==> config.mk <==
export PLATFORM = sky130hd
export DESIGN_NAME = compare_timer_three_channel
export DESIGN_NICKNAME = d
export VERILOG_FILES = /design/src/sv/ctt_pkg.sv /design/src/sv/compare_timer_three_channel.sv /design/src/sv/ctt_timebase.sv /design/src/sv/ctt_channels.sv
export VERILOG_INCLUDE_DIRS = /design/src /design/src/sv
export SDC_FILE = /design/constraint.sdc
export NUM_CORES = 1
export LEC_CHECK = 0
export BUFFER_PORTS_ARGS = -buffer_cell sky130_fd_sc_hd__buf_4
export CAP_MARGIN = 10
export CORE_UTILIZATION = 40
export DETAILED_ROUTE_END_ITERATION = 8
export GPL_ROUTABILITY_DRIVEN = 0
export PLACE_DENSITY = 0.56
export SLEW_MARGIN = 20
export SYNTH_ARGS = -nofsm -noshare
export SYNTH_HDL_FRONTEND = slang
export SYNTH_HIERARCHICAL = 1
export SYNTH_SLANG_ARGS = --single-unit
==> constraint.sdc <==
create_clock -name aclk -period 4.83 [get_ports aclk]
set_input_delay 0 -clock aclk [delete_from_list [all_inputs] [get_ports aclk]]
set_output_delay 0 -clock aclk [all_outputs]
set_load 0.05 [all_outputs]
==> src/sv/compare_timer_three_channel_macros.svh <==
// ----------------------------------------------------------------------------
// compare_timer_three_channel assertion macros
// Small wrappers for the concurrent checks at the end of the top level.
// ----------------------------------------------------------------------------
`ifndef COMPARE_TIMER_THREE_CHANNEL_MACROS_SVH
`define COMPARE_TIMER_THREE_CHANNEL_MACROS_SVH

// same-cycle implication, disabled while reset is asserted
`define CTT_ASSERT_NOW(label, clk, rstn, ante, cons, msg) \
    label: assert property (@(posedge clk) disable iff (!(rstn)) (ante) |-> (cons)) \
        else $error(msg);

// next-cycle implication, disabled while reset is asserted
`define CTT_ASSERT_NEXT(label, clk, rstn, ante, cons, msg) \
    label: assert property (@(posedge clk) disable iff (!(rstn)) (ante) |=> (cons)) \
        else $error(msg);

`endif

==> src/sv/ctt_pkg.sv <==
// ----------------------------------------------------------------------------
// ctt_pkg
// Shared constants, operation codes and word types of the compare timer.
// ----------------------------------------------------------------------------
package ctt_pkg;

    localparam int COUNT_WIDTH    = 16;
    localparam int NUM_CHANNELS   = 3;
    localparam int CH_WIDTH       = 2;
    localparam int OP_WIDTH       = 4;
    localparam int SHIFT_WIDTH    = 4;
    localparam int PRESCALE_WIDTH = 10;
    localparam int MAX_SHIFT      = 10;
    localparam int CFG_IDX_WIDTH  = 2;
    localparam int CFG_DATA_WIDTH = 16;

    localparam logic [COUNT_WIDTH-1:0] TOP_RESET = 16'hffff;

    // operation codes
    localparam logic [OP_WIDTH-1:0] OP_TICK    = 4'd0;
    localparam logic [OP_WIDTH-1:0] OP_ARM_REL = 4'd1;
    localparam logic [OP_WIDTH-1:0] OP_ARM_ABS = 4'd2;
    localparam logic [OP_WIDTH-1:0] OP_DISARM  = 4'd3;
    localparam logic [OP_WIDTH-1:0] OP_READ    = 4'd4;
    localparam logic [OP_WIDTH-1:0] OP_START   = 4'd5;
    localparam logic [OP_WIDTH-1:0] OP_STOP    = 4'd6;
    localparam logic [OP_WIDTH-1:0] OP_ZERO    = 4'd7;
    localparam logic [OP_WIDTH-1:0] OP_SERVICE = 4'd8;

    // configuration register indexes
    localparam logic [CFG_IDX_WIDTH-1:0] CFG_PRESCALE_SHIFT = 2'd0;
    localparam logic [CFG_IDX_WIDTH-1:0] CFG_TOP_VALUE      = 2'd1;

    typedef struct packed {
        logic [OP_WIDTH-1:0]    operation;
        logic [CH_WIDTH-1:0]    channel;
        logic [COUNT_WIDTH-1:0] value;
    } in_word_t;

    typedef struct packed {
        logic [COUNT_WIDTH-1:0] count;
        logic                   error;
        logic                   irq_request;
        logic                   served_valid;
        logic [CH_WIDTH-1:0]    served_channel;
    } out_word_t;

    // decoded command strobes, each high only in the cycle the word is processed
    typedef struct packed {
        logic tick;
        logic arm_rel;
        logic arm_abs;
        logic disarm;
        logic start;
        logic stop;
        logic zero;
        logic service;
    } cmd_t;

endpackage

==> src/sv/compare_timer_three_channel.sv <==
// ----------------------------------------------------------------------------
// compare_timer_three_channel
// 16-bit prescaled up-counter with three one-shot compare channels.
// ----------------------------------------------------------------------------
// Takes one word per clock while results are drained, and returns exactly one
// result word for each. A word is captured in an input register, processed
// against the timer state in a single pass and the result lands in an output
// register, where it is held until m_ready takes it, and the next word can
// follow in the very next cycle. While a result waits on m_ready the input
// stage holds at most one more word and then drops s_ready. Configuration writes
// are always ready and should be issued only while no word is in flight.
module compare_timer_three_channel (
    input  logic                               aclk,
    input  logic                               aresetn,
    input  logic                               s_valid,
    output logic                               s_ready,
    input  ctt_pkg::in_word_t                  s_data,
    output logic                               m_valid,
    input  logic                               m_ready,
    output ctt_pkg::out_word_t                 m_data,
    input  logic                               cfg_valid,
    output logic                               cfg_ready,
    input  logic [ctt_pkg::CFG_IDX_WIDTH-1:0]  cfg_index,
    input  logic [ctt_pkg::CFG_DATA_WIDTH-1:0] cfg_data
);
    import ctt_pkg::*;

    `include "compare_timer_three_channel_macros.svh"

    logic                   in_valid_reg;
    logic                   in_valid_next;
    in_word_t               in_word_reg;
    logic                   out_valid_reg;
    logic                   out_valid_next;
    out_word_t              out_word_reg;
    out_word_t              out_word_next;
    logic [SHIFT_WIDTH-1:0] shift_reg;
    logic [COUNT_WIDTH-1:0] top_reg;
    logic                   fire;
    cmd_t                   cmd;
    logic [COUNT_WIDTH-1:0] count_now;
    logic [COUNT_WIDTH-1:0] count_next;
    logic [COUNT_WIDTH-1:0] count_after;
    logic                   advance;
    logic                   error;
    logic                   irq_request;
    logic                   served_valid;
    logic [CH_WIDTH-1:0]    served_channel;

    // pipeline moves when the result slot is free or being drained
    assign fire      = in_valid_reg && (!out_valid_reg || m_ready);
    assign s_ready   = !in_valid_reg || !out_valid_reg || m_ready;
    assign cfg_ready = 1'b1;
    assign m_valid   = out_valid_reg;
    assign m_data    = out_word_reg;

    always_comb begin
        cmd = '0;
        if (fire) begin
            unique case (in_word_reg.operation)
                OP_TICK:    cmd.tick    = 1'b1;
                OP_ARM_REL: cmd.arm_rel = 1'b1;
                OP_ARM_ABS: cmd.arm_abs = 1'b1;
                OP_DISARM:  cmd.disarm  = 1'b1;
                OP_START:   cmd.start   = 1'b1;
                OP_STOP:    cmd.stop    = 1'b1;
                OP_ZERO:    cmd.zero    = 1'b1;
                OP_SERVICE: cmd.service = 1'b1;
                default:    cmd         = '0;
            endcase
        end
    end

    ctt_timebase u_timebase (
        .aclk           (aclk),
        .aresetn        (aresetn),
        .cmd            (cmd),
        .prescale_shift (shift_reg),
        .top_value      (top_reg),
        .count_now      (count_now),
        .count_next     (count_next),
        .count_after    (count_after),
        .advance        (advance)
    );

    ctt_channels u_channels (
        .aclk           (aclk),
        .aresetn        (aresetn),
        .cmd            (cmd),
        .channel        (in_word_reg.channel),
        .value          (in_word_reg.value),
        .count_now      (count_now),
        .count_next     (count_next),
        .advance        (advance),
        .error          (error),
        .irq_request    (irq_request),
        .served_valid   (served_valid),
        .served_channel (served_channel)
    );

    always_comb begin
        out_word_next.count          = count_after;
        out_word_next.error          = error;
        out_word_next.irq_request    = irq_request;
        out_word_next.served_valid   = served_valid;
        out_word_next.served_channel = served_channel;
    end

    assign in_valid_next  = (s_valid && s_ready) || (in_valid_reg && !fire);
    assign out_valid_next = fire || (out_valid_reg && !m_ready);

    always_ff @(posedge aclk) begin
        if (!aresetn) begin
            in_valid_reg  <= 1'b0;
            out_valid_reg <= 1'b0;
            shift_reg     <= '0;
            top_reg       <= TOP_RESET;
        end else begin
            in_valid_reg  <= in_valid_next;
            out_valid_reg <= out_valid_next;
            if (cfg_valid) begin
                unique case (cfg_index)
                    CFG_PRESCALE_SHIFT: shift_reg <= cfg_data[SHIFT_WIDTH-1:0];
                    CFG_TOP_VALUE:      top_reg   <= cfg_data[COUNT_WIDTH-1:0];
                    default:            ;
                endcase
            end
        end
    end

    always_ff @(posedge aclk) begin
        if (s_valid && s_ready) begin
            in_word_reg <= s_data;
        end
        if (fire) begin
            out_word_reg <= out_word_next;
        end
    end

    `CTT_ASSERT_NEXT(a_fire_gives_result, aclk, aresetn, fire, m_valid, "processed word left no result")
    `CTT_ASSERT_NEXT(a_held_word_kept, aclk, aresetn, in_valid_reg && !fire, in_valid_reg, "held word dropped")
    `CTT_ASSERT_NOW(a_error_not_served, aclk, aresetn, fire && error, !served_valid, "error and service together")
    `CTT_ASSERT_NOW(a_served_in_range, aclk, aresetn, fire && served_valid, served_channel != 2'd3, "served channel out of range")

endmodule

==> src/sv/ctt_timebase.sv <==
// ----------------------------------------------------------------------------
// ctt_timebase
// Prescaler, run flag and wrapping up-counter of the compare timer.
// ----------------------------------------------------------------------------
module ctt_timebase (
    input  logic                                aclk,
    input  logic                                aresetn,
    input  ctt_pkg::cmd_t                       cmd,
    input  logic [ctt_pkg::SHIFT_WIDTH-1:0]     prescale_shift,
    input  logic [ctt_pkg::COUNT_WIDTH-1:0]     top_value,
    output logic [ctt_pkg::COUNT_WIDTH-1:0]     count_now,
    output logic [ctt_pkg::COUNT_WIDTH-1:0]     count_next,
    output logic [ctt_pkg::COUNT_WIDTH-1:0]     count_after,
    output logic                                advance
);
    import ctt_pkg::*;

    logic [COUNT_WIDTH-1:0]    counter_reg;
    logic [COUNT_WIDTH-1:0]    counter_next;
    logic [PRESCALE_WIDTH-1:0] prescale_reg;
    logic [PRESCALE_WIDTH-1:0] prescale_next;
    logic                      running_reg;
    logic                      running_next;
    logic [SHIFT_WIDTH-1:0]    shift_eff;
    logic [PRESCALE_WIDTH:0]   limit_wide;
    logic [PRESCALE_WIDTH-1:0] limit;
    logic                      rollover;
    logic                      step;

    assign shift_eff  = (prescale_shift > SHIFT_WIDTH'(MAX_SHIFT)) ?
                        SHIFT_WIDTH'(MAX_SHIFT) : prescale_shift;
    assign limit_wide = ((PRESCALE_WIDTH+1)'(1) << shift_eff) - (PRESCALE_WIDTH+1)'(1);
    assign limit      = limit_wide[PRESCALE_WIDTH-1:0];

    // a lowered prescale can leave the phase above the limit: roll over at once
    assign rollover   = (prescale_reg >= limit);
    assign step       = cmd.tick && running_reg;
    assign advance    = step && rollover;

    assign count_now  = counter_reg;
    assign count_next = (counter_reg == top_value) ? '0 : counter_reg + COUNT_WIDTH'(1);

    always_comb begin
        counter_next  = counter_reg;
        prescale_next = prescale_reg;
        running_next  = running_reg;
        if (step) begin
            prescale_next = rollover ? '0 : prescale_reg + PRESCALE_WIDTH'(1);
        end
        if (advance) begin
            counter_next = count_next;
        end
        if (cmd.zero) begin
            counter_next = '0;
        end
        if (cmd.start) begin
            running_next = 1'b1;
        end
        if (cmd.stop) begin
            running_next = 1'b0;
        end
    end

    assign count_after = counter_next;

    always_ff @(posedge aclk) begin
        if (!aresetn) begin
            counter_reg  <= '0;
            prescale_reg <= '0;
            running_reg  <= 1'b0;
        end else begin
            counter_reg  <= counter_next;
            prescale_reg <= prescale_next;
            running_reg  <= running_next;
        end
    end

endmodule

==> src/sv/ctt_channels.sv <==
// ----------------------------------------------------------------------------
// ctt_channels
// Compare values, match flags and enables of the three one-shot channels,
// with arm, disarm and service handling.
// ----------------------------------------------------------------------------
module ctt_channels (
    input  logic                            aclk,
    input  logic                            aresetn,
    input  ctt_pkg::cmd_t                   cmd,
    input  logic [ctt_pkg::CH_WIDTH-1:0]    channel,
    input  logic [ctt_pkg::COUNT_WIDTH-1:0] value,
    input  logic [ctt_pkg::COUNT_WIDTH-1:0] count_now,
    input  logic [ctt_pkg::COUNT_WIDTH-1:0] count_next,
    input  logic                            advance,
    output logic                            error,
    output logic                            irq_request,
    output logic                            served_valid,
    output logic [ctt_pkg::CH_WIDTH-1:0]    served_channel
);
    import ctt_pkg::*;

    logic [COUNT_WIDTH-1:0]  compare_reg  [NUM_CHANNELS];
    logic [COUNT_WIDTH-1:0]  compare_next [NUM_CHANNELS];
    logic [NUM_CHANNELS-1:0] flag_reg;
    logic [NUM_CHANNELS-1:0] flag_next;
    logic [NUM_CHANNELS-1:0] enable_reg;
    logic [NUM_CHANNELS-1:0] enable_next;
    logic [NUM_CHANNELS-1:0] pending;
    logic [COUNT_WIDTH-1:0]  rel_value;
    logic                    valid_ch;
    logic                    arm;
    logic                    sel;

    assign valid_ch  = (channel < CH_WIDTH'(NUM_CHANNELS));
    assign arm       = cmd.arm_rel || cmd.arm_abs;
    assign error     = (arm || cmd.disarm) && !valid_ch;
    assign rel_value = count_now + value - COUNT_WIDTH'(1);
    assign pending   = flag_reg & enable_reg;

    always_comb begin
        served_valid   = 1'b0;
        served_channel = '0;
        flag_next      = flag_reg;
        enable_next    = enable_reg;
        sel            = 1'b0;
        for (int i = 0; i < NUM_CHANNELS; i++) begin
            compare_next[i] = compare_reg[i];
        end
        // flags latch on every landing, enabled or not
        for (int i = 0; i < NUM_CHANNELS; i++) begin
            if (advance && (count_next == compare_reg[i])) begin
                flag_next[i] = 1'b1;
            end
        end
        for (int i = 0; i < NUM_CHANNELS; i++) begin
            sel = valid_ch && (channel == CH_WIDTH'(i));
            if (arm && sel) begin
                compare_next[i] = cmd.arm_rel ? rel_value : value;
                flag_next[i]    = 1'b0;
                enable_next[i]  = 1'b1;
            end
            if (cmd.disarm && sel) begin
                enable_next[i] = 1'b0;
            end
        end
        // lowest pending channel wins
        if (cmd.service) begin
            for (int i = NUM_CHANNELS - 1; i >= 0; i--) begin
                if (pending[i]) begin
                    served_valid   = 1'b1;
                    served_channel = CH_WIDTH'(i);
                end
            end
            for (int i = 0; i < NUM_CHANNELS; i++) begin
                if (served_valid && (served_channel == CH_WIDTH'(i))) begin
                    flag_next[i]   = 1'b0;
                    enable_next[i] = 1'b0;
                end
            end
        end
    end

    assign irq_request = |(flag_next & enable_next);

    always_ff @(posedge aclk) begin
        if (!aresetn) begin
            flag_reg   <= '0;
            enable_reg <= '0;
            for (int i = 0; i < NUM_CHANNELS; i++) begin
                compare_reg[i] <= '0;
            end
        end else begin
            flag_reg   <= flag_next;
            enable_reg <= enable_next;
            for (int i = 0; i < NUM_CHANNELS; i++) begin
                compare_reg[i] <= compare_next[i];
            end
        end
    end

endmodule

; Word level (Yosys, flattened, before mapping)
; Memories as Yosys holds them, arrays and structs flattened.
; Cells that the tools add are included.
[totals]
output_inout_bits = 24
in_bits = 45
reg_bits = 98
mem_bits_rw = 48
mem_count = 1
word_cells = 142
[classes]
n_addsub = 5
n_shift = 1
bitwise = 6
magnitude_cmp = 3
n_mux = 51
reduce_logical = 42
n_eq_ne = 16
[mem_list]
columns = name, words, word_bits, rd, rd_ports_with_merged_regs, wr, line
row1 = u_channels.compare_reg, 3, 16, 3, 0, 3, ctt_channels.sv:22  ; logic [COUNT_WIDTH-1:0] compare_reg [NUM_CHANNELS];
[ops]
columns = op, n
row1 = two-way mux 16 bit, 10
row2 = == test 16 bit, 4
row3 = two-way mux 1 bit, 32
row4 = logical AND 1 bit, 22
row5 = adder 16 x 1 -> 16 bit (second input constant), 1
row6 = adder 16 bit, 1
row7 = subtractor 16 x 1 -> 16 bit (second input constant), 1
row8 = == test 4 x 3 -> 1 bit (second input constant), 3
row9 = adder 10 x 1 -> 10 bit (second input constant), 1
row10 = >= comparator 10 bit, 1
row11 = two-way mux 10 bit, 1
row12 = << shifter 1 x 4 -> 10 bit (first input constant), 1
row13 = subtractor 10 x 2 -> 10 bit (second input constant), 1
row14 = == test 4 x 2 -> 1 bit (second input constant), 2
row15 = two-way mux 2 bit, 4
row16 = two-way mux 8 bit, 1
row17 = logical OR 1 bit, 7
row18 = bitwise AND 3 bit, 2
row19 = == test 2 x 1 -> 1 bit (second input constant), 3
row20 = zero test 2 bit, 3
row21 = two-way mux 3 bit, 2
row22 = zero test 1 bit, 5
row23 = == test 2 bit (second input constant), 2
row24 = == test 4 x 1 -> 1 bit (second input constant), 1
row25 = 10 further kinds, 13

; Logic depth before layout (Yosys ltp)
; Gate-level depths: netlist of the first run.
[logic_depth]
depth_word = 13
depth_mapped = 18
depth_no_buf = 17

; By module
; Netlist of the first run, hierarchy kept.
[by_module_without_submodules]
columns = mod, cells_per_inst, area_per_inst_um2, n_inst, seq_area_each_um2
row1 = ctt_channels, 477, 3778.6, 1, 1081.0
row2 = compare_timer_three_channel, 161, 2439.8, 1, 1731.7
row3 = ctt_timebase, 313, 2364.8, 1, 540.5

; Worst setup path before layout of the first run
; OpenSTA, ideal clock, no wires.
[synth_path]
path_kind = reg-to-reg
startpoint = reg shift_reg[2]
endpoint = reg out_word_reg (netlist bit m_data[17]) (data pin)
t_arrival_ps = 2823
period_less_slack_ps = 3088
setup_slack_ps = 1742
stages_incl_launch_ff = 18
path_cell_list = dfxtp_1 > clkbuf_1 > nor2_1 > nand3b_1 > ha_1 > nor3_1 > mux2i_1 > nor2_1 > a21oi_1 > ha_1 > nand3_1 > o221a_2 > o31ai_1 > a31oi_1 > buf_4 > buf_4 > o21ai_0 > o41ai_1
[synth_via]
elab_chain_cells = 8
[synth_lines]
columns = item, line
row1 = "start, declared", compare_timer_three_channel.sv:37  ; logic [SHIFT_WIDTH-1:0] shift_reg;
row2 = "start signal, assigned", compare_timer_three_channel.sv:123  ; CFG_PRESCALE_SHIFT: shift_reg <= cfg_data[SHIFT_WIDTH-1:0];
row3 = greater-than comparator 4 bit, ctt_timebase.sv:30  ; assign shift_eff = (prescale_shift > SHIFT_WIDTH'(MAX_SHIFT)) ?
row4 = two-way mux 4 bit *, ctt_timebase.sv:30
row5 = << shifter 1 x 4 -> 10 bit *, ctt_timebase.sv:32  ; assign limit_wide = ((PRESCALE_WIDTH+1)'(1) << shift_eff) - (PRESCALE_WIDTH+1)'(1);
row6 = subtractor 10 x 2 -> 10 bit *, ctt_timebase.sv:32
row7 = >= comparator 10 bit *, ctt_timebase.sv:36  ; assign rollover = (prescale_reg >= limit);
row8 = logical AND 1 bit *, ctt_timebase.sv:38  ; assign advance = step && rollover;
row9 = two-way mux 16 bit *, ctt_timebase.sv:50  ; if (advance) begin
row10 = two-way mux 16 bit *, ctt_timebase.sv:53  ; if (cmd.zero) begin
row11 = via count_after[12], compare_timer_three_channel.sv:43  ; logic [COUNT_WIDTH-1:0] count_after;
row12 = "end signal, assigned", compare_timer_three_channel.sv:136  ; out_word_reg <= out_word_next;
row13 = "end, declared", compare_timer_three_channel.sv:35  ; out_word_t out_word_reg;
; The timed path passes the listed nets; every way through them passes the cells marked *.
; A chain may end at the register's enable or synchronous reset.

; Final worst setup path of the first run
[layout_path]
startpoint = reg shift_reg[2]
endpoint = reg out_word_reg (netlist bit m_data[7]) (data pin)
[layout_via]
elab_chain_cells = 8
[layout_lines]
columns = item, line
row1 = greater-than comparator 4 bit, ctt_timebase.sv:30
row2 = two-way mux 4 bit *, ctt_timebase.sv:30
row3 = << shifter 1 x 4 -> 10 bit *, ctt_timebase.sv:32
row4 = subtractor 10 x 2 -> 10 bit *, ctt_timebase.sv:32
row5 = >= comparator 10 bit *, ctt_timebase.sv:36
row6 = logical AND 1 bit *, ctt_timebase.sv:38
row7 = via advance, compare_timer_three_channel.sv:44  ; logic advance;
row8 = two-way mux 16 bit *, ctt_timebase.sv:50
row9 = two-way mux 16 bit *, ctt_timebase.sv:53
row10 = via count_after[2], compare_timer_three_channel.sv:43
; Marked as above.

==> flow_metrics.tcl, run 1 <==
set metrics [dict create \
    avgSynthCellArea_um2 9.025 \
    critPathKind "reg2reg" \
    ios 69 \
    worst_ep_arrival_time_ns 4.08 \
    area_growth_pct 20.83 \
    grt_pass1_wl_um 35910 \
    rsz0062_at_grt "false" \
    cts_setup_buffers 0 \
    synth_top_area_share_pct 24.02 \
    post-route-util_pct 49.34 \
    cp.required_ns 4.98 \
    finalSetupViolCount 0 \
    holdBufCountCts 50 \
    start_util_pct 40.83 \
    drive_gt1_share_pct 13.78 \
    cts_made_buffers 17 \
    clk_pin_slew_worst_paths_ns 0.06 \
    async_flop_share_pct 0 \
    fin_skew_ns 0.006814 \
    antenna-diode-count 0 \
    synth.distinct_cells 80 \
    hold_violations 0 \
    clk_latency_ns 0.42 \
    die_area_um2 22050 \
    routedWlPerCell_um 16.84 \
    p_per_area_nw_per_um2 287.5 \
    power.leakage_uw 0.003989 \
    critPathLaunchType "flop" \
    via_per_inst 5.323 \
    maxSlewViolCount 0 \
    fmax_mhz 254.8 \
    relSlewSlack_pct 25.08 \
    grt_max_degree 62 \
    vias 7063 \
    rows 53 \
    largest_reg_flops 48 \
    synth_top_area_cell "dfxtp_1" \
    fin_crit_ns 3.925 \
    final_nets 1127 \
    final_antenna_net_count 0 \
    synth_ff_type "dfxtp_1" \
    finalSetupTns_ns 0 \
    wirelength_um 22350 \
    synth_area_leaders "dfxtp_1 (24%), edfxtp_1 (15%), xnor2_1 (6.5%)" \
    clock-sinks 146 \
    coreArea_um2 21020 \
    antenna_found_initial 0 \
    cts_max_level 4 \
    track_usage_pct 21.24 \
    drtIter0Drc 508 \
    yosysMostFrequentCell "dfxtp_1" \
    numPortBuffers 67 \
    cap_violations 0 \
    cts.repair.resized 0 \
    synth.net_count 1039 \
    cts_tree "yes" \
    status "complete, no violations" \
    grt_pass1_vias 6590 \
    syn_inst 951 \
    cp_max_fo 23 \
    synth_edf_count 43 \
    clock_path_buffers 2 \
    final_area_um2 10370 \
    clockRootBuffer "clkbuf_16" \
    place_hpwl_um 15820 \
    post_dp_cell_area_um2 9273 \
    syn_area_um2 8583 \
    end_kind "flop" \
    yosys-top-cells-count "dfxtp_1 (103), inv_1 (88), nor2_1 (83)" \
    drt_pass1_iterations 5 \
    peakVddDrop_uv 240.4 \
    synth_seq_cells 146 \
    holdWs_ns 0.01662 \
    worst_slew_pin_slew_ns 1.122 \
    finalCritPeriodShare_pct 81.27 \
    seq_area_frac_synth_pct 39.07 \
    die_x_um 148.5 \
    drcViolationCount 0 \
    ys.warnings.count 6 \
    die_h_um 148.5 \
    grt_overflow 0 \
    hold_path.class "in2reg" \
]
-- layout by cell type, fill, tap and decap left out, types with 9 or more instances in the layout --
cell type      count
o21ai_0           24
nor2_1            83
ha_1              42
edfxtp_1          43
inv_1             88
o211ai_1          16
nand2b_1          21
dfxtp_1          103
buf_4             76
nand2_1           64
nand4b_1          19
nand3_1           15
clkbuf_16         17
xnor2_1           64
nor2b_1           13
mux2i_1           13
a211oi_1          27
a31oi_1           11
a21oi_1           39
dlygate4sd3_1     50
nand4_1           23
xor2_1            26
o211ai_2          10
o21ai_1            9
o32ai_1           16
-- layer usage --
metal | vias to the layer above | wire length (um) | part of all wire, % | global-route usage, %
met5 | - | 0 | 0 | 0
met4 | 0 | 326 | 1.5 | 7.320
met3 | 23 | 1296 | 5.8 | 3.344
met2 | 190 | 10100 | 45 | 32.71
met1 | 3309 | 10630 | 48 | 30.03
li1 | 3541 | - | - | -
-- through the flow --
stage | total power, uW | std cells | worst slack, ns
finish | 2982 | 1327 | 0.9048
floorplan | 1554 | 951 | 1.742
detailed placement | 1647 | 1245 | 0.9784
global placement | 1645 | 1245 | 1.102
global route | 3091 | 1327 | 0.4801
CTS | 3011 | 1327 | 0.9645
-- report_power, final --
| part | switching (uW) | internal [uW] |
|---|---|---|
| Clock | 513 | 818 |
| Combinational | 188 | 146 |
| Sequential | 23.2 | 1290 |
| Total | 725 | 2260 |
-- cells by family after synthesis --
group / share of synthesized area, %
AO/OA/AOI/OAI: 16.75
XOR/XNOR: 9.184
multiplexers: 1.910
buffers and inverters: 7.157
adder cells (fa/ha/maj): 6.356
flip-flops: 39.07
AND/OR/NAND/NOR: 19.53
other: 0.04369
-- layout make-up --
cell class / count / area (um2)
fill: 1966 / 10650
multi-input combinational: 659 / 4676
sequential: 146 / 3353
timing repair buffer: 126 / 1071
clock buffer: 25 / 495.5
tap: 275 / 344.1
inverter: 89 / 334.1
clock inverter: 7 / 97.59
-- worst max-delay path, stage by stage (launching register included) --
cell and delay, ns:
dfxtp_1 0.39, nor2_1 0.24, nand2_1 0.13, ha_1 0.28, nor3_1 0.25, mux2i_1 0.12, nor2_1 0.10, a21oi_1 0.06
ha_1 0.28, nand3_1 0.10, o221a_2 0.20, o31ai_1 0.09, a31oi_2 0.60, inv_2 0.22, nand2_2 0.45, o32ai_1 0.15
-- path summary, 6_finish.rpt --
path,from,to,slack [ns],cells past startpoint
worst min register to register,u_channels/compare_reg[0][12],u_channels/compare_reg[0][12],0.47,2
worst max register to register,shift_reg[2],m_data[7],0.90,15
worst max-delay path,shift_reg[2],m_data[7],0.90,15
worst min-delay path,cfg_index[1],top_reg[1],0.02,3
Power figures use the tool's default switching activity.
==> run 2, diff against run 1 <==
Settings changed: ABC_AREA set to 1, PLACE_DENSITY 0.56 to 0.58.
Clock period 4.83 ns to 3.5 ns, I/O delays scaled along.
==> run 2 against run 1 <==
Net effect: synthesized area rose by 6.6%; fmax rose by 38%; clock power rose by 38%; core utilization rose by 0.64 points; final area rose by 6.8%; global-route usage rose by 1.5 points; sequential power rose by 38%; routed wire length rose by 15%; clock skew rose by 0.0023 ns; combinational power rose by 52%; critical path type unchanged.
==> flow_metrics.tcl, run 2 <==
set metrics [dict create \
    status "complete, no violations" \
    cts_setup_buffers 0 \
    finalCritPeriodShare_pct 81.36 \
    grt_pass1_vias 8015 \
    seq_area_frac_synth_pct 36.63 \
    clockRootBuffer "clkbuf_16" \
    hold_violations 0 \
    dp.cells 1672 \
    syn_inst 1347 \
    track_usage_pct 22.70 \
    power.leakage_uw 0.005627 \
    synth_area_leaders "dfxtp_1 (23%), nand2_1 (15%), edfxtp_1 (14%)" \
    die_h_um 153.3 \
    finalNonFillerCells 1764 \
    final_antenna_net_count 0 \
    hp-start "aresetn" \
    synth_top_family_by_area "simple AND/OR/NAND/NOR gates" \
    hold_depth 2 \
    largest_reg_flops 48 \
    synth_top_area_share_pct 22.53 \
    die_x_um 153.3 \
    grt_pass1_wl_um 41410 \
    ff2ff_setup_slack_ns 0.65 \
    finalSetupViolCount 0 \
    r2r_start "shift_reg[2]" \
    critPathKind "reg2reg" \
    wirelength_um 25740 \
    reg2reg_depth 20 \
    rsz0062_at_grt "false" \
    synth.distinct_cells 41 \
    clock-sinks 146 \
    synth_seq_cells 146 \
    relSlewSlack_pct 39.95 \
    synth_compound_area_share_pct 6.356 \
    ys.warnings.count 6 \
    synthMuxAreaShare_pct 0 \
    end_kind "flop" \
    antenna-diode-count 0 \
    yosysMostFrequentCell "nand2_1" \
    drtIter0Drc 504 \
    clkPwrFrac_pct 44.1 \
    cts_made_buffers 17 \
    combPwrFrac_pct 12.2 \
    worst_ep_arrival_time_ns 3.14 \
    cp_max_fo 9 \
    cts_tree "yes" \
    numPortBuffers 67 \
    drt_pass1_iterations 5 \
    seq_power_share_pct 43.7 \
    area_growth_pct 20.99 \
    synth_xor_area_share_pct 3.732 \
    synth_ff_type "dfxtp_1" \
    grt_max_degree 47 \
    final_cell_mix "nand2_1 (354), inv_1 (289), nor2_1 (128)" \
    p_per_area_nw_per_um2 375.8 \
    peakVddDrop_uv 290.4 \
    antenna_found_initial 0 \
    async_flop_share_pct 0 \
    routedWlPerCell_um 14.59 \
    final_nets 1559 \
    finalSetupTns_ns 0 \
    post-route-util_pct 49.98 \
    critPathLaunchType "flop" \
    ios 69 \
    worst_slew_pin_slew_ns 0.8939 \
    yosys-top-cells-count "nand2_1 (354), inv_1 (289), nor2_1 (128)" \
    coreArea_um2 22160 \
    synth_edf_count 43 \
    cap_violations 0 \
    maxSlewViolCount 0 \
    hold_end "top_reg[12]" \
    p_int_uw 3043 \
    fin_skew_ns 0.009082 \
    clk_latency_ns 0.43 \
    drcViolationCount 0 \
    place_hpwl_um 19100 \
    vias 8455 \
    synth.net_count 1435 \
    grt_overflow 0 \
    clk_pin_slew_worst_paths_ns 0.06 \
    holdWs_ns 0.01513 \
    synth_top_area_cell "dfxtp_1" \
    cp.required_ns 3.79 \
    post_dp_cell_area_um2 9891 \
    die_area_um2 23490 \
    synthAdderAreaFrac_pct 5.960 \
    drive_gt1_share_pct 11.19 \
    via_per_inst 4.793 \
    clock_path_buffers 2 \
    avgSynthCellArea_um2 6.796 \
    hold_path.class "in2reg" \
    fin_crit_ns 2.848 \
    nFillCells 2258 \
    switching_share_pct 26.90 \
    start_util_pct 41.31 \
    cts_max_level 4 \
    syn_area_um2 9154 \
    netSwitchingPower_uw 1120 \
    fmax_mhz 351.2 \
    layout_commonest_cell "nand2_1" \
    synth-simple-area-share_pct 32.68 \
    r2r_end "m_data[3]" \
    rows 54 \
    final_area_um2 11080 \
]
[run 2: area by class of cell]
| cell class | count | area [um2] | share of cell area (%) |
|---|---|---|---|
| clock buffers | 20 | 467.9 | 4.225 |
| multi-input cells | 865 | 4476 | 40.41 |
| clock inverters | 12 | 116.4 | 1.051 |
| well taps | 280 | 350.3 | 3.163 |
| inverters | 306 | 1149 | 10.37 |
| flip-flops and latches | 146 | 3353 | 30.28 |
| repair buffers | 135 | 1164 | 10.51 |
[run 2: worst max-delay path by stage]
stage / from / endpoint / slack [ns] / cells past startpoint
after floorplan: shift_reg[2] / m_data[3] / 0.69 / 22
after global placement: shift_reg[2] / m_data[3] / 0.74 / 20
after detailed placement: shift_reg[2] / m_data[3] / 0.67 / 20
after CTS: shift_reg[2] / m_data[3] / 0.65 / 20
after global routing: shift_reg[2] / m_data[3] / 0.28 / 20
final: shift_reg[2] / m_data[3] / 0.65 / 20
[run 2: metrics by stage]
| step | worst slack, ns | total power (uW) |
|---|---|---|
| 6_report | 0.6523 | 4162 |
| 5_1_grt | 0.2814 | 4331 |
| 4_1_cts | 0.6469 | 4200 |
| 3_5_place_dp | 0.6748 | 2315 |
| 3_3_place_gp | 0.7429 | 2312 |
| 2_1_floorplan | 0.6908 | 2174 |
[run 2: logic make-up (layout without fill, tap and decap cells)]
kind of cell / count (synthesis) / in the layout
and+or+nand+nor: 670 / 670
buffers and inverters: 336 / 473
DFF: 146 / 146
AOI/OAI and AO/OA: 112 / 112
adders and majority gates: 43 / 43
xor gates and xnor gates: 39 / 39
other: 1 / 1
[run 2: power groups by stage]
| stage | combinational (uW) | sequential (uW) | clock, uW |
|---|---|---|---|
| 6_report | 508 | 1820 | 1830 |
| 5_1_grt | 571 | 1830 | 1930 |
| 4_1_cts | 507 | 1820 | 1870 |
| 3_5_place_dp | 458 | 1860 | 0 |
| 3_3_place_gp | 454 | 1860 | 0 |
| 2_1_floorplan | 297 | 1880 | 0 |
[run 2: critical path: stages (launching register included)]
cell and delay, ns:
dfxtp_1 0.48, a21oi_1 0.13, nand3_1 0.11, ha_1 0.22, nand3_1 0.11, xnor2_1 0.13, ha_1 0.27, nand2_1 0.04
nor2_1 0.13, nand3_1 0.09, nand3_1 0.08, nand2_2 0.07, inv_2 0.08, inv_1 0.07, a21oi_1 0.12, nand4_1 0.10
nor2_1 0.11, nand3_1 0.09, nand2_1 0.09, nand3_1 0.07, nand3_1 0.09
[run 2: what timing repair did]
item / 4_1_cts / 5_1_grt
setup endpoints to repair: 0 / 0
gates resized for setup: 0 / 0
hold buffers: 60 / 0
hold endpoints to repair: 44 / 0
[run 2: layer usage]
metal	vias to the layer above	global-route usage, %	part of all wire [%]
li1	4393	-	-
met1	3837	29.19	46
met2	191	38.75	48
met3	34	3.090	4.3
met4	0	8.129	2.3
met5	-	0	0
==> run 3, diff against run 2 <==
Settings changed: PLACE_DENSITY 0.58 to 0.56.
Clock period 3.5 ns to 2.75 ns, I/O delays scaled along.
==> run 3 against run 2 <==
Net effect: core utilization rose by 2.1 points; global-route usage fell by 0.057 points; routed wire length fell by 0.37%; hold slack improved by 0.017 ns; register-to-register slack got worse by 0.51 ns; count of clock-buffer cells in the layout rose by 2.
==> flow_metrics.tcl, run 3 (synthesis gave the netlist of run 2 again) <==
set metrics [dict create \
    cp.required_ns 3.05 \
    final_antenna_net_count 0 \
    switching_share_pct 26.74 \
    cts_made_buffers 17 \
    fin_crit_ns 2.605 \
    grt_pass1_vias 8144 \
    coreArea_um2 22160 \
    vias 8583 \
    hold_path.class "in2reg" \
    grt_overflow 0 \
    drt_pass1_iterations 4 \
    final_nets 1596 \
    antenna-diode-count 0 \
    grt_max_degree 47 \
    p_per_area_nw_per_um2 470.2 \
    antenna_found_initial 0 \
    nFillCells 2235 \
    grt_pass1_wl_um 41320 \
    routedWlPerCell_um 14.24 \
    rsz0062_at_grt "true" \
    power.leakage_uw 0.005830 \
    cts_tree "yes" \
    clkPwrFrac_pct 44.5 \
    via_per_inst 4.766 \
    drcViolationCount 0 \
    place_hpwl_um 19220 \
    ios 69 \
    clk_pin_slew_worst_paths_ns 0.07 \
    drive_gt1_share_pct 14.60 \
    fin_skew_ns 0.01328 \
    worst_slew_pin_slew_ns 0.8539 \
    end_kind "flop" \
    dp.cells 1693 \
    seq_power_share_pct 42.7 \
    area_growth_pct 26.04 \
    finalCritPeriodShare_pct 94.71 \
    peakVddDrop_uv 316.1 \
    final_cell_mix "nand2_1 (350), inv_1 (286), nor2_1 (125)" \
    wirelength_um 25640 \
    drtIter0Drc 476 \
    clock_path_buffers 2 \
    p_int_uw 3974 \
    numPortBuffers 67 \
    rows 54 \
    maxSlewViolCount 0 \
    die_h_um 153.3 \
    die_x_um 153.3 \
    fmax_mhz 383.9 \
    track_usage_pct 22.65 \
    critPathKind "reg2reg" \
    start_util_pct 41.31 \
    clockRootBuffer "clkbuf_16" \
    die_area_um2 23490 \
    layout_setup_ws_ns 0.1455 \
    relSlewSlack_pct 43.07 \
    netSwitchingPower_uw 1451 \
    clock-sinks 146 \
    cp_max_fo 4 \
    finalNonFillerCells 1801 \
    cap_violations 0 \
    finalSetupViolCount 0 \
    finalSetupTns_ns 0 \
    critPathLaunchType "flop" \
    status "complete, no violations" \
    layout_commonest_cell "nand2_1" \
    largest_reg_flops 48 \
    cts_max_level 4 \
    combPwrFrac_pct 12.8 \
    clk_latency_ns 0.44 \
    pre_cts_slack_ns 0.07057 \
    worst_ep_arrival_time_ns 2.90 \
    hold_violations 0 \
]
==> run 3: changes by cell type in the layout (fill, tap and decap cells not counted), moves of 2 or more <==
| cell | change |
|---|---|
| nand3_2 | +4 |
| nor2_2 | +2 |
| a21oi_2 | +3 |
| dfxtp_2 | +11 |
| inv_1 | -3 |
| dfxtp_1 | -12 |
| a21oi_1 | -4 |
| nand2_2 | +3 |
| nor2_1 | -3 |
| dlygate4sd3_1 | +14 |
| nand3_1 | -4 |
| nand2_1 | -4 |
| clkbuf_16 | +3 |
| buf_4 | +23 |
==> run 3: stage by stage <==
stage               util, %  hold slack [ns]  cell area [um2]  power, uW
floorplan                 -          0.09887             9164       2768
global placement      45.38           0.1789            10060       2949
detailed placement    45.38           0.1796            10060       2953
CTS                   51.52          0.01633            11420       5442
global route          52.06          0.04151            11540       5654
finish                52.06          0.03209            11540       5425
==> run 3: worst paths after layout <==
path                                  from                       endpoint  slack (ns)  cells after the start
max                           shift_reg[3]                      m_data[3]        0.15                     22
max reg2reg                   shift_reg[3]                      m_data[3]        0.15                     22
min                              cfg_valid                   shift_reg[3]        0.03                      3
min reg2reg  u_channels/compare_reg[0][32]  u_channels/compare_reg[0][32]        0.48                      2
==> run 3: layout make-up <==
type                            instances  area [um2]  area share [%]
Inverter                              306        1154           9.999
Tap cell                              280       350.3           3.037
Timing Repair Buffer                  172        1476           12.80
Sequential cell                       146        3371           29.22
Clock inverter                         10       81.33          0.7049
Clock buffer                           22       539.3           4.674
Multi-Input combinational cell        865        4566           39.57
==> run 3: what timing repair did <==
action | CTS | global route
endpoints found under the hold margin | 44 | 0
buffers inserted | 0 | 3
hold buffers | 74 | 0
setup endpoints to repair | 0 | 33
resized for setup | 0 | 37
==> run 3: worst max-delay path: stages, from the launching register on <==
cell     delay, ns
dfxtp_4       0.37
a21oi_4       0.16
nand3_2       0.11
ha_4          0.20
nand2_2       0.08
xnor2_2       0.06
ha_1          0.29
nand2_2       0.06
inv_2         0.05
nand2_2       0.04
nand2_1       0.05
nand2_1       0.06
nand3_2       0.08
nand2_2       0.08
inv_4         0.10
inv_4         0.04
a21oi_2       0.09
nand4_1       0.11
nor2_1        0.12
nand3_1       0.07
nand2_1       0.09
nand3_1       0.07
nand3_1       0.09
==> run 3: power groups by stage <==
stage          Sequential, uW  Combinational [uW]  Clock, uW
3_3_place_gp             2360                 586          0
6_report                 2320                 695       2410
4_1_cts                  2320                 666       2460
3_5_place_dp             2360                 591          0
2_1_floorplan            2390                 379          0
5_1_grt                  2320                 779       2550
==> run 3: per-layer routing <==
layer,track usage [%],share of wire (%),vias up
met5,0,0,-
met4,8.177,2.1,0
met3,3.629,4.0,37
met2,37.99,48,168
met1,29.29,46,3910
li1,-,-,4468
